`config.mk`:
```
export PLATFORM = sky130hd
export DESIGN_NAME = stun_message_parser
export DESIGN_NICKNAME = d
export VERILOG_FILES = /design/src/design/stun_mp_pkg.sv /design/src/design/stun_mp_in_stage.sv /design/src/design/stun_mp_core.sv /design/src/design/stun_mp_out_stage.sv /design/src/design/stun_message_parser.sv
export SDC_FILE = /design/constraint.sdc
export NUM_CORES = 1
export LEC_CHECK = 0
export BUFFER_PORTS_ARGS = -buffer_cell sky130_fd_sc_hd__buf_2
export CORE_AREA = 3 3 161 163
export CTS_CLUSTER_DIAMETER = 40
export DETAILED_ROUTE_END_ITERATION = 12
export DIE_AREA = 0 0 164 166
export PLACE_DENSITY_LB_ADDON = 0.12
export SYNTH_ARGS = -nofsm -noshare
export SYNTH_HDL_FRONTEND = slang
export SYNTH_HIERARCHICAL = 1
export SYNTH_SLANG_ARGS = --single-unit
export TNS_END_PERCENT = 20
```
`constraint.sdc`:
```
create_clock -name clk_i -period 5.35 [get_ports clk_i]
set_input_delay 0.535 -clock clk_i [delete_from_list [all_inputs] [get_ports clk_i]]
set_output_delay 0.535 -clock clk_i [all_outputs]
set_load 0.02 [all_outputs]
```
`src/design/stun_mp_pkg.sv`:
```
// ----------------------------------------------------------------------------
// STUN message parser package
// Payload types, record kinds, parse phases and attribute constants shared
// by the parser modules.
// ----------------------------------------------------------------------------
package stun_mp_pkg;

  localparam int unsigned NameCapDefault = 128;

  localparam int unsigned HdrCntWidth = 5;
  localparam logic [HdrCntWidth-1:0] HdrLastOffset = 5'd19;
  localparam logic [HdrCntWidth-1:0] TypeOffset = 5'd1;
  localparam logic [HdrCntWidth-1:0] FirstIdOffset = 5'd7;

  localparam int unsigned GatherWidth = 56;

  localparam logic [15:0] AttrMapped = 16'd1;
  localparam logic [15:0] AttrUser = 16'd6;
  localparam logic [15:0] AttrPass = 16'd7;
  localparam logic [7:0] FamilyIpv4 = 8'd1;

  typedef enum logic [3:0] {
    KIND_TYPE      = 4'd0,
    KIND_ID_WORD   = 4'd1,
    KIND_MAPPED    = 4'd2,
    KIND_USER_BYTE = 4'd3,
    KIND_PASS_BYTE = 4'd4,
    KIND_EMPTY     = 4'd5,
    KIND_UNKNOWN   = 4'd6,
    KIND_REJECTED  = 4'd7,
    KIND_TRUNCATED = 4'd8,
    KIND_TOO_SHORT = 4'd9,
    KIND_END       = 4'd10
  } record_kind_e;

  typedef enum logic [1:0] {
    PH_HEADER = 2'd0,
    PH_AHDR   = 2'd1,
    PH_VALUE  = 2'd2,
    PH_PAD    = 2'd3
  } parse_phase_e;

  typedef enum logic [1:0] {
    CLASS_SKIP   = 2'd0,
    CLASS_MAPPED = 2'd1,
    CLASS_USER   = 2'd2,
    CLASS_PASS   = 2'd3
  } attr_class_e;

  typedef struct packed {
    logic [7:0] data_byte;
    logic       last_byte;
  } in_item_t;

  typedef struct packed {
    logic [3:0]  record_kind;
    logic [15:0] message_type;
    logic [31:0] value_word;
    logic [1:0]  word_index;
    logic [15:0] attr_type;
    logic [15:0] attr_size;
    logic [15:0] port;
    logic [7:0]  name_byte;
    logic        attr_end;
    logic        message_end;
  } out_item_t;

endpackage

```
`src/design/stun_mp_in_stage.sv`:
```
// ----------------------------------------------------------------------------
// STUN parser input stage
// Registers one message byte and holds it until the parse step takes it.
// ----------------------------------------------------------------------------
module stun_mp_in_stage (
  input  logic                  clk_i,
  input  logic                  rst_ni,
  input  logic                  in_valid_i,
  output logic                  in_ready_o,
  input  stun_mp_pkg::in_item_t in_data_i,
  input  logic                  take_i,
  output logic                  item_valid_o,
  output stun_mp_pkg::in_item_t item_o
);
  import stun_mp_pkg::*;

  logic     valid_q, valid_d;
  in_item_t item_q;

  assign in_ready_o = !valid_q || take_i;
  assign valid_d = (in_valid_i && in_ready_o) || (valid_q && !take_i);

  always_ff @(posedge clk_i or negedge rst_ni) begin
    if (!rst_ni) begin
      valid_q <= 1'b0;
    end else begin
      valid_q <= valid_d;
    end
  end

  always_ff @(posedge clk_i) begin
    if (in_valid_i && in_ready_o) begin
      item_q <= in_data_i;
    end
  end

  assign item_valid_o = valid_q;
  assign item_o = item_q;

endmodule

```
`src/design/stun_mp_core.sv`:
```
// ----------------------------------------------------------------------------
// STUN parser core
// Holds the parse state and works out the record caused by one byte.
// ----------------------------------------------------------------------------
module stun_mp_core #(
  parameter int unsigned NameCap = stun_mp_pkg::NameCapDefault
) (
  input  logic                   clk_i,
  input  logic                   rst_ni,
  input  logic                   step_i,
  input  stun_mp_pkg::in_item_t  item_i,
  output logic                   rec_valid_o,
  output stun_mp_pkg::out_item_t rec_o
);
  import stun_mp_pkg::*;

  logic [HdrCntWidth-1:0] hdr_cnt_q, hdr_cnt_d;
  parse_phase_e           phase_q, phase_d;
  logic [15:0]            held_type_q, held_type_d;
  logic [15:0]            held_length_q, held_length_d;
  logic [15:0]            value_left_q, value_left_d;
  logic [1:0]             pad_left_q, pad_left_d;
  logic [GatherWidth-1:0] gather_q, gather_d;
  attr_class_e            class_q, class_d;

  logic [GatherWidth-1:0] gather_shift;
  logic [15:0]            ht, hl, vl_new;
  logic [1:0]             pad_new;
  logic [7:0]             b;
  logic                   last;
  logic                   has;
  record_kind_e           kind;
  out_item_t              rec;

  assign b = item_i.data_byte;
  assign last = item_i.last_byte;
  assign gather_shift = {gather_q[GatherWidth-9:0], b};

  always_comb begin
    hdr_cnt_d = hdr_cnt_q;
    phase_d = phase_q;
    held_type_d = held_type_q;
    held_length_d = held_length_q;
    value_left_d = value_left_q;
    pad_left_d = pad_left_q;
    gather_d = gather_q;
    class_d = class_q;
    ht = held_type_q;
    hl = held_length_q;
    vl_new = value_left_q;
    pad_new = pad_left_q;
    has = 1'b0;
    kind = KIND_END;
    rec = '0;

    case (phase_q)
      PH_HEADER: begin
        gather_d = gather_shift;
        if (hdr_cnt_q == TypeOffset) begin
          has = 1'b1;
          kind = KIND_TYPE;
          rec.message_type = gather_shift[15:0];
        end else if (hdr_cnt_q >= FirstIdOffset && hdr_cnt_q[1:0] == 2'b11) begin
          has = 1'b1;
          kind = KIND_ID_WORD;
          rec.value_word = gather_shift[31:0];
          rec.word_index = hdr_cnt_q[3:2] - 2'd1;
        end
        if (hdr_cnt_q == HdrLastOffset) begin
          phase_d = PH_AHDR;
          value_left_d = '0;
        end else begin
          hdr_cnt_d = hdr_cnt_q + 1'b1;
          if (last) begin
            has = 1'b1;
            kind = KIND_TOO_SHORT;
            rec.message_type = '0;
            rec.value_word = '0;
            rec.word_index = '0;
          end
        end
      end
      PH_AHDR: begin
        case (value_left_q[1:0])
          2'd0: begin
            ht = {b, 8'h00};
            hl = '0;
          end
          2'd1: ht = {held_type_q[15:8], b};
          2'd2: hl = {b, 8'h00};
          default: hl = {held_length_q[15:8], b};
        endcase
        held_type_d = ht;
        held_length_d = hl;
        if (value_left_q[1:0] != 2'd3) begin
          value_left_d = {14'd0, value_left_q[1:0]} + 16'd1;
        end else begin
          rec.attr_type = ht;
          rec.attr_size = hl;
          value_left_d = hl;
          pad_left_d = 2'd0 - hl[1:0];
          gather_d = '0;
          class_d = CLASS_SKIP;
          if (ht == AttrMapped) begin
            if (hl == 16'd8) begin
              class_d = CLASS_MAPPED;
            end else begin
              has = 1'b1;
              kind = KIND_REJECTED;
            end
          end else if (ht == AttrUser || ht == AttrPass) begin
            if (hl > 16'(NameCap)) begin
              has = 1'b1;
              kind = KIND_REJECTED;
            end else if (hl == 16'd0) begin
              has = 1'b1;
              kind = KIND_EMPTY;
            end else begin
              class_d = (ht == AttrUser) ? CLASS_USER : CLASS_PASS;
            end
          end else begin
            has = 1'b1;
            kind = KIND_UNKNOWN;
          end
          phase_d = (hl != 16'd0) ? PH_VALUE : PH_AHDR;
        end
        if (last) begin
          if (value_left_q[1:0] != 2'd3 || hl != 16'd0) begin
            has = 1'b1;
            kind = KIND_TRUNCATED;
            rec.attr_type = ht;
            rec.attr_size = hl;
          end else if (!has) begin
            has = 1'b1;
            kind = KIND_END;
          end
        end
      end
      PH_VALUE: begin
        gather_d = gather_shift;
        if (value_left_q != 16'd0) begin
          vl_new = value_left_q - 16'd1;
        end
        value_left_d = vl_new;
        rec.attr_type = held_type_q;
        rec.attr_size = held_length_q;
        if (class_q == CLASS_USER || class_q == CLASS_PASS) begin
          has = 1'b1;
          kind = (class_q == CLASS_USER) ? KIND_USER_BYTE : KIND_PASS_BYTE;
          rec.name_byte = b;
          rec.attr_end = (vl_new == 16'd0);
        end else if (class_q == CLASS_MAPPED && vl_new == 16'd0) begin
          has = 1'b1;
          if (gather_shift[55:48] == FamilyIpv4) begin
            kind = KIND_MAPPED;
            rec.port = gather_shift[47:32];
            rec.value_word = gather_shift[31:0];
          end else begin
            kind = KIND_REJECTED;
          end
        end
        if (vl_new == 16'd0) begin
          phase_d = (pad_left_q != 2'd0) ? PH_PAD : PH_AHDR;
        end
        if (last) begin
          if (vl_new != 16'd0) begin
            has = 1'b1;
            kind = KIND_TRUNCATED;
            rec.port = '0;
            rec.value_word = '0;
            rec.name_byte = '0;
            rec.attr_end = 1'b0;
          end else if (!has) begin
            has = 1'b1;
            kind = KIND_END;
          end
        end
      end
      default: begin
        pad_new = pad_left_q - 2'd1;
        pad_left_d = pad_new;
        if (pad_new == 2'd0) begin
          phase_d = PH_AHDR;
          value_left_d = '0;
        end
        if (last) begin
          has = 1'b1;
          kind = KIND_END;
        end
      end
    endcase

    if (last) begin
      hdr_cnt_d = '0;
      phase_d = PH_HEADER;
      held_type_d = '0;
      held_length_d = '0;
      value_left_d = '0;
      pad_left_d = '0;
      gather_d = '0;
      class_d = CLASS_SKIP;
    end

    rec.record_kind = kind;
    rec.message_end = last;
  end

  always_ff @(posedge clk_i or negedge rst_ni) begin
    if (!rst_ni) begin
      hdr_cnt_q <= '0;
      phase_q <= PH_HEADER;
      held_type_q <= '0;
      held_length_q <= '0;
      value_left_q <= '0;
      pad_left_q <= '0;
      gather_q <= '0;
      class_q <= CLASS_SKIP;
    end else if (step_i) begin
      hdr_cnt_q <= hdr_cnt_d;
      phase_q <= phase_d;
      held_type_q <= held_type_d;
      held_length_q <= held_length_d;
      value_left_q <= value_left_d;
      pad_left_q <= pad_left_d;
      gather_q <= gather_d;
      class_q <= class_d;
    end
  end

  assign rec_valid_o = has;
  assign rec_o = rec;

endmodule

```
`src/design/stun_mp_out_stage.sv`:
```
// ----------------------------------------------------------------------------
// STUN parser output stage
// Result register that holds one record until the consumer takes it.
// ----------------------------------------------------------------------------
module stun_mp_out_stage (
  input  logic                   clk_i,
  input  logic                   rst_ni,
  input  logic                   item_valid_i,
  output logic                   take_o,
  input  logic                   rec_valid_i,
  input  stun_mp_pkg::out_item_t rec_i,
  output logic                   out_valid_o,
  input  logic                   out_ready_i,
  output stun_mp_pkg::out_item_t out_data_o
);
  import stun_mp_pkg::*;

  logic      valid_q, valid_d;
  out_item_t rec_q;

  assign take_o = item_valid_i && (!valid_q || out_ready_i);
  assign valid_d = take_o ? rec_valid_i : (valid_q && !out_ready_i);

  always_ff @(posedge clk_i or negedge rst_ni) begin
    if (!rst_ni) begin
      valid_q <= 1'b0;
    end else begin
      valid_q <= valid_d;
    end
  end

  always_ff @(posedge clk_i) begin
    if (take_o && rec_valid_i) begin
      rec_q <= rec_i;
    end
  end

  assign out_valid_o = valid_q;
  assign out_data_o = rec_q;

endmodule

```
`src/design/stun_message_parser.sv`:
```
// ----------------------------------------------------------------------------
// STUN message parser
// Parses a STUN message arriving one byte per request into header, id word,
// address, name byte and status records.
// A byte is held in the input register, and the record it causes, if any, in the result register.
// Throughput: one byte per cycle while the result register is not stalled, set by the single
// parse step between the input register and the result register.
// Reset clears the parse state to the start of a message and empties both
// registers.
// ----------------------------------------------------------------------------
module stun_message_parser #(
  parameter int unsigned NameCap = stun_mp_pkg::NameCapDefault
) (
  input  logic                   clk_i,
  input  logic                   rst_ni,
  input  logic                   in_valid_i,
  output logic                   in_ready_o,
  input  stun_mp_pkg::in_item_t  in_data_i,
  output logic                   out_valid_o,
  input  logic                   out_ready_i,
  output stun_mp_pkg::out_item_t out_data_o
);
  import stun_mp_pkg::*;

  logic      item_valid;
  logic      take;
  logic      rec_valid;
  in_item_t  item;
  out_item_t rec;

  stun_mp_in_stage u_in_stage (
    .clk_i        (clk_i),
    .rst_ni       (rst_ni),
    .in_valid_i   (in_valid_i),
    .in_ready_o   (in_ready_o),
    .in_data_i    (in_data_i),
    .take_i       (take),
    .item_valid_o (item_valid),
    .item_o       (item)
  );

  stun_mp_core #(
    .NameCap (NameCap)
  ) u_core (
    .clk_i       (clk_i),
    .rst_ni      (rst_ni),
    .step_i      (take),
    .item_i      (item),
    .rec_valid_o (rec_valid),
    .rec_o       (rec)
  );

  stun_mp_out_stage u_out_stage (
    .clk_i        (clk_i),
    .rst_ni       (rst_ni),
    .item_valid_i (item_valid),
    .take_o       (take),
    .rec_valid_i  (rec_valid),
    .rec_i        (rec),
    .out_valid_o  (out_valid_o),
    .out_ready_i  (out_ready_i),
    .out_data_o   (out_data_o)
  );

endmodule
```
==> run_results.csv <==
group,metric,value,unit
outcome,status,"completed",
finish,post-route-util,0.533,
pwr,ir_drop,0.262,mV
global_routing,overflow,0,
sta,tightestPinTransition,1190,ps
sta,setup_viol,0,
finish,syn_to_final_growth,18.8,%
setup_path,crit_chain,"inv_1, ha_1, or3b_2, nor4_4, nand2_2, a211o_1, nor4_4, a21boi_1, o311ai_1, nand2_1, nor2b_4, buf_4",
yosys,synth-seq-area-share,0.580,
global_routing,grt_pass1_wl,46100,um
die,core-area,0.0245,sq mm
cts,clk_pin_slew,50,ps
cts,clkLatencyLatePin,520,ps
setup_path,crit_type,"reg -> reg",
routing,dr.pass1.iters,5,
cts,cts_inserted_buffers,34,
setup_path,critPathMostFrequentCell,"nor4_4",
sta,final_max_slew_viol_count,0,
setup_path,crit_path_start_kind,"flop",
yosys,syn-num-nets,1054,
cts,hold_buffers,0,
sta,layout_setup_ws,741,ps
die,die_h,166,um
place,routabilityCongestion,0.887,
sta,hold_viol,0,
yosys,synthCells,1025,
routing,via_per_inst,5.60,
setup_path,crit_cells,12,
sta,final.period_utilization,0.861,
global_routing,grt_start_max_net_pins,64,
cts,cts_resized,0,
die,io_pins,127,
cts,post-cts-setup-buffers,0,
sta,period_needed,4610,ps
sta,max_freq,0.217,GHz
global_routing,antenna_found_initial,0,
setup_path,cp.arrival,4780,ps
sta,fin_tns_setup,0,ps
routing,vias,8307,
setup_path,cp_max_fo,29,
yosys,ys_seq_elements,230,
yosys,synth_flop_cell,"edfxtp_1",
cts,tritoncts,"done",
sta,fin_skew,27.4,ps
pwr,power_density,540,mW/mm^2
routing,post_drt_wl_per_cell,19.6,um
global_routing,grt_pass1_vias,7917,
sta,relSlewSlack,0.201,
setup_path,critPathMaxStageDelay,600,ps
setup_path,required,5520,ps
die,die-width,164,um
setup_path,cp-end-kind,"flop",
place,place_ws,740,ps
setup_path,cp_top_family,"simple AND/OR/NAND/NOR gates",
setup_path,ff2ff_path_depth,12,
routing,totalWireLength,29100,um
die,initial_core_util,0.448,
global_routing,grt_usage,0.214,
yosys,synth_cell_types,69,
cts,cts.htree.levels,2,
die,dieArea,0.0272,sq mm
yosys,synth_area_per_cell,10.7,sq um
die,rows,57,
cts,clockRootBuffer,"clkbuf_16",
place,post-dp-hpwl,18900,um
yosys,async_reset_ff_frac,0.474,
routing,postRouteAntennaNets,0,
setup_path,crit_buf_inv,2,
run,cap_violations,0,
yosys,synth_warnings,6,
worst_hold_path,min_path_type,"in -> async",
yosys,syn_area,0.0110,sq mm
sta,rsz0062_at_grt,"false",
cts,clockBufferDepth,3,
finish,drive_gt1_frac,0.217,
finish,nets,1163,
yosys,synth_edf_count,121,
place,port-buffer-count,126,
finish,num_antenna_cells,0,
setup_path,crit_slowest_cell,"or3b_2",
cts,cts_sinks,230,
routing,drtIter0Drc,873,
pwr,p_leak,5.29,nW
routing,drc_errors,0,
metal layers:
metal / part of all wire / track usage / wire length (um) / up-vias
met4: 0.021 / 0.0592 / 605 / 0
met3: 0.065 / 0.0392 / 1900 / 49
li1: - / - / - / 3945
met1: 0.48 / 0.337 / 14000 / 4025
met2: 0.43 / 0.303 / 12600 / 288
met5: 0 / 0 / 0 / -
placed cells by master (no fill, tap or decap), drive strengths merged, types with 5 or more instances in the layout:
master and count:
a21oi 18, o31ai 7, or4 11, and3 19, clkbuf 44, nor2 28
inv 25, nor3b 5, a32oi 11, a21boi 5, ha 16, clkinv 10
nor2b 62, nand3 11, nor4 16, nand2 189, and2 34, nor3 15
nand2b 9, buf 147, edfxtp 121, a22o 19, o21ai 114, a32o 5
a22oi 41, dfrtp 109
cell usage after synthesis, drive strengths merged, types with 12 or more instances:
cell type  number  area share
nand2         189       0.065
edfxtp        121        0.33
o21ai         114       0.052
dfrtp         109        0.25
clkbuf         62       0.021
nor2b          62       0.043
a22oi          41       0.028
and2           34       0.020
nor2           28      0.0096
a22o           19       0.015
and3           19       0.011
inv            19      0.0065
a21oi          18      0.0082
ha             16       0.018
nor4           16       0.013
nor3           15      0.0068
buf            12      0.0083
power by group:
part	internal [mW]	leakage, nW	switching [mW]	total (mW)
Clock	1.37	0.561	0.847	2.21
Sequential	2.36	2.67	0.259	2.62
Combinational	0.674	2.06	1.53	2.20
area by class of cell:
type,instances,area (sq um)
Tap cell,324,405
Clock buffer,44,940
Sequential cell,230,6360
Multi-Input combinational cell,701,4240
Timing Repair Buffer,147,803
Fill cell,2173,11400
Inverter,20,75.1
Clock inverter,18,209
final timing paths:
check                                             endpoint                    from  slack (ps)
worst min register to register         u_core/gather_q[40]     u_core/gather_q[40]         480
worst max register to register  u_out_stage/out_data_o[20]  u_core/value_left_q[0]         740
max in group asynchronous              u_core/gather_q[38]                  rst_ni        4030
worst min-delay path                   u_core/gather_q[13]                  rst_ni         120
min in group clk_i                    u_in_stage/item_o[6]            in_data_i[6]         190
worst max-delay path            u_out_stage/out_data_o[20]  u_core/value_left_q[0]         740
registers in the layout, summed over array words and instances, names as in the netlist, 2 cells and up:
name	count
u_core/class_q	2
u_core/gather_q	48
u_core/hdr_cnt_q	5
u_core/held_length_q	16
u_core/held_type_q	16
u_core/pad_left_q	2
u_core/phase_q	2
u_core/value_left_q	16
u_in_stage/item_o	9
u_out_stage/out_data_o	112
kinds of logic (layout without fill, tap and decap cells):
group                      after synthesis  after routing  synth area share
AOI/OAI and AO/OA                      261            261             0.156
xor gates and xnor gates                 6              6           0.00479
adders and majority gates               16             16            0.0183
buffers and inverters                   94            229            0.0364
DFF                                    230            230             0.580
muxes                                    2              2           0.00183
and+or+nand+nor                        416            416             0.203
stage by stage:
step	instance area, sq um	std cells	hold WS (ps)	total power, mW
5_1_grt	13000	1484	179	7.41
3_3_place_gp	11900	1422	457	4.85
3_5_place_dp	11900	1422	467	4.86
6_report	13000	1484	122	7.04
2_1_floorplan	11000	1025	239	4.07
4_1_cts	13000	1484	156	7.10
Power figures use the tool's default switching activity.
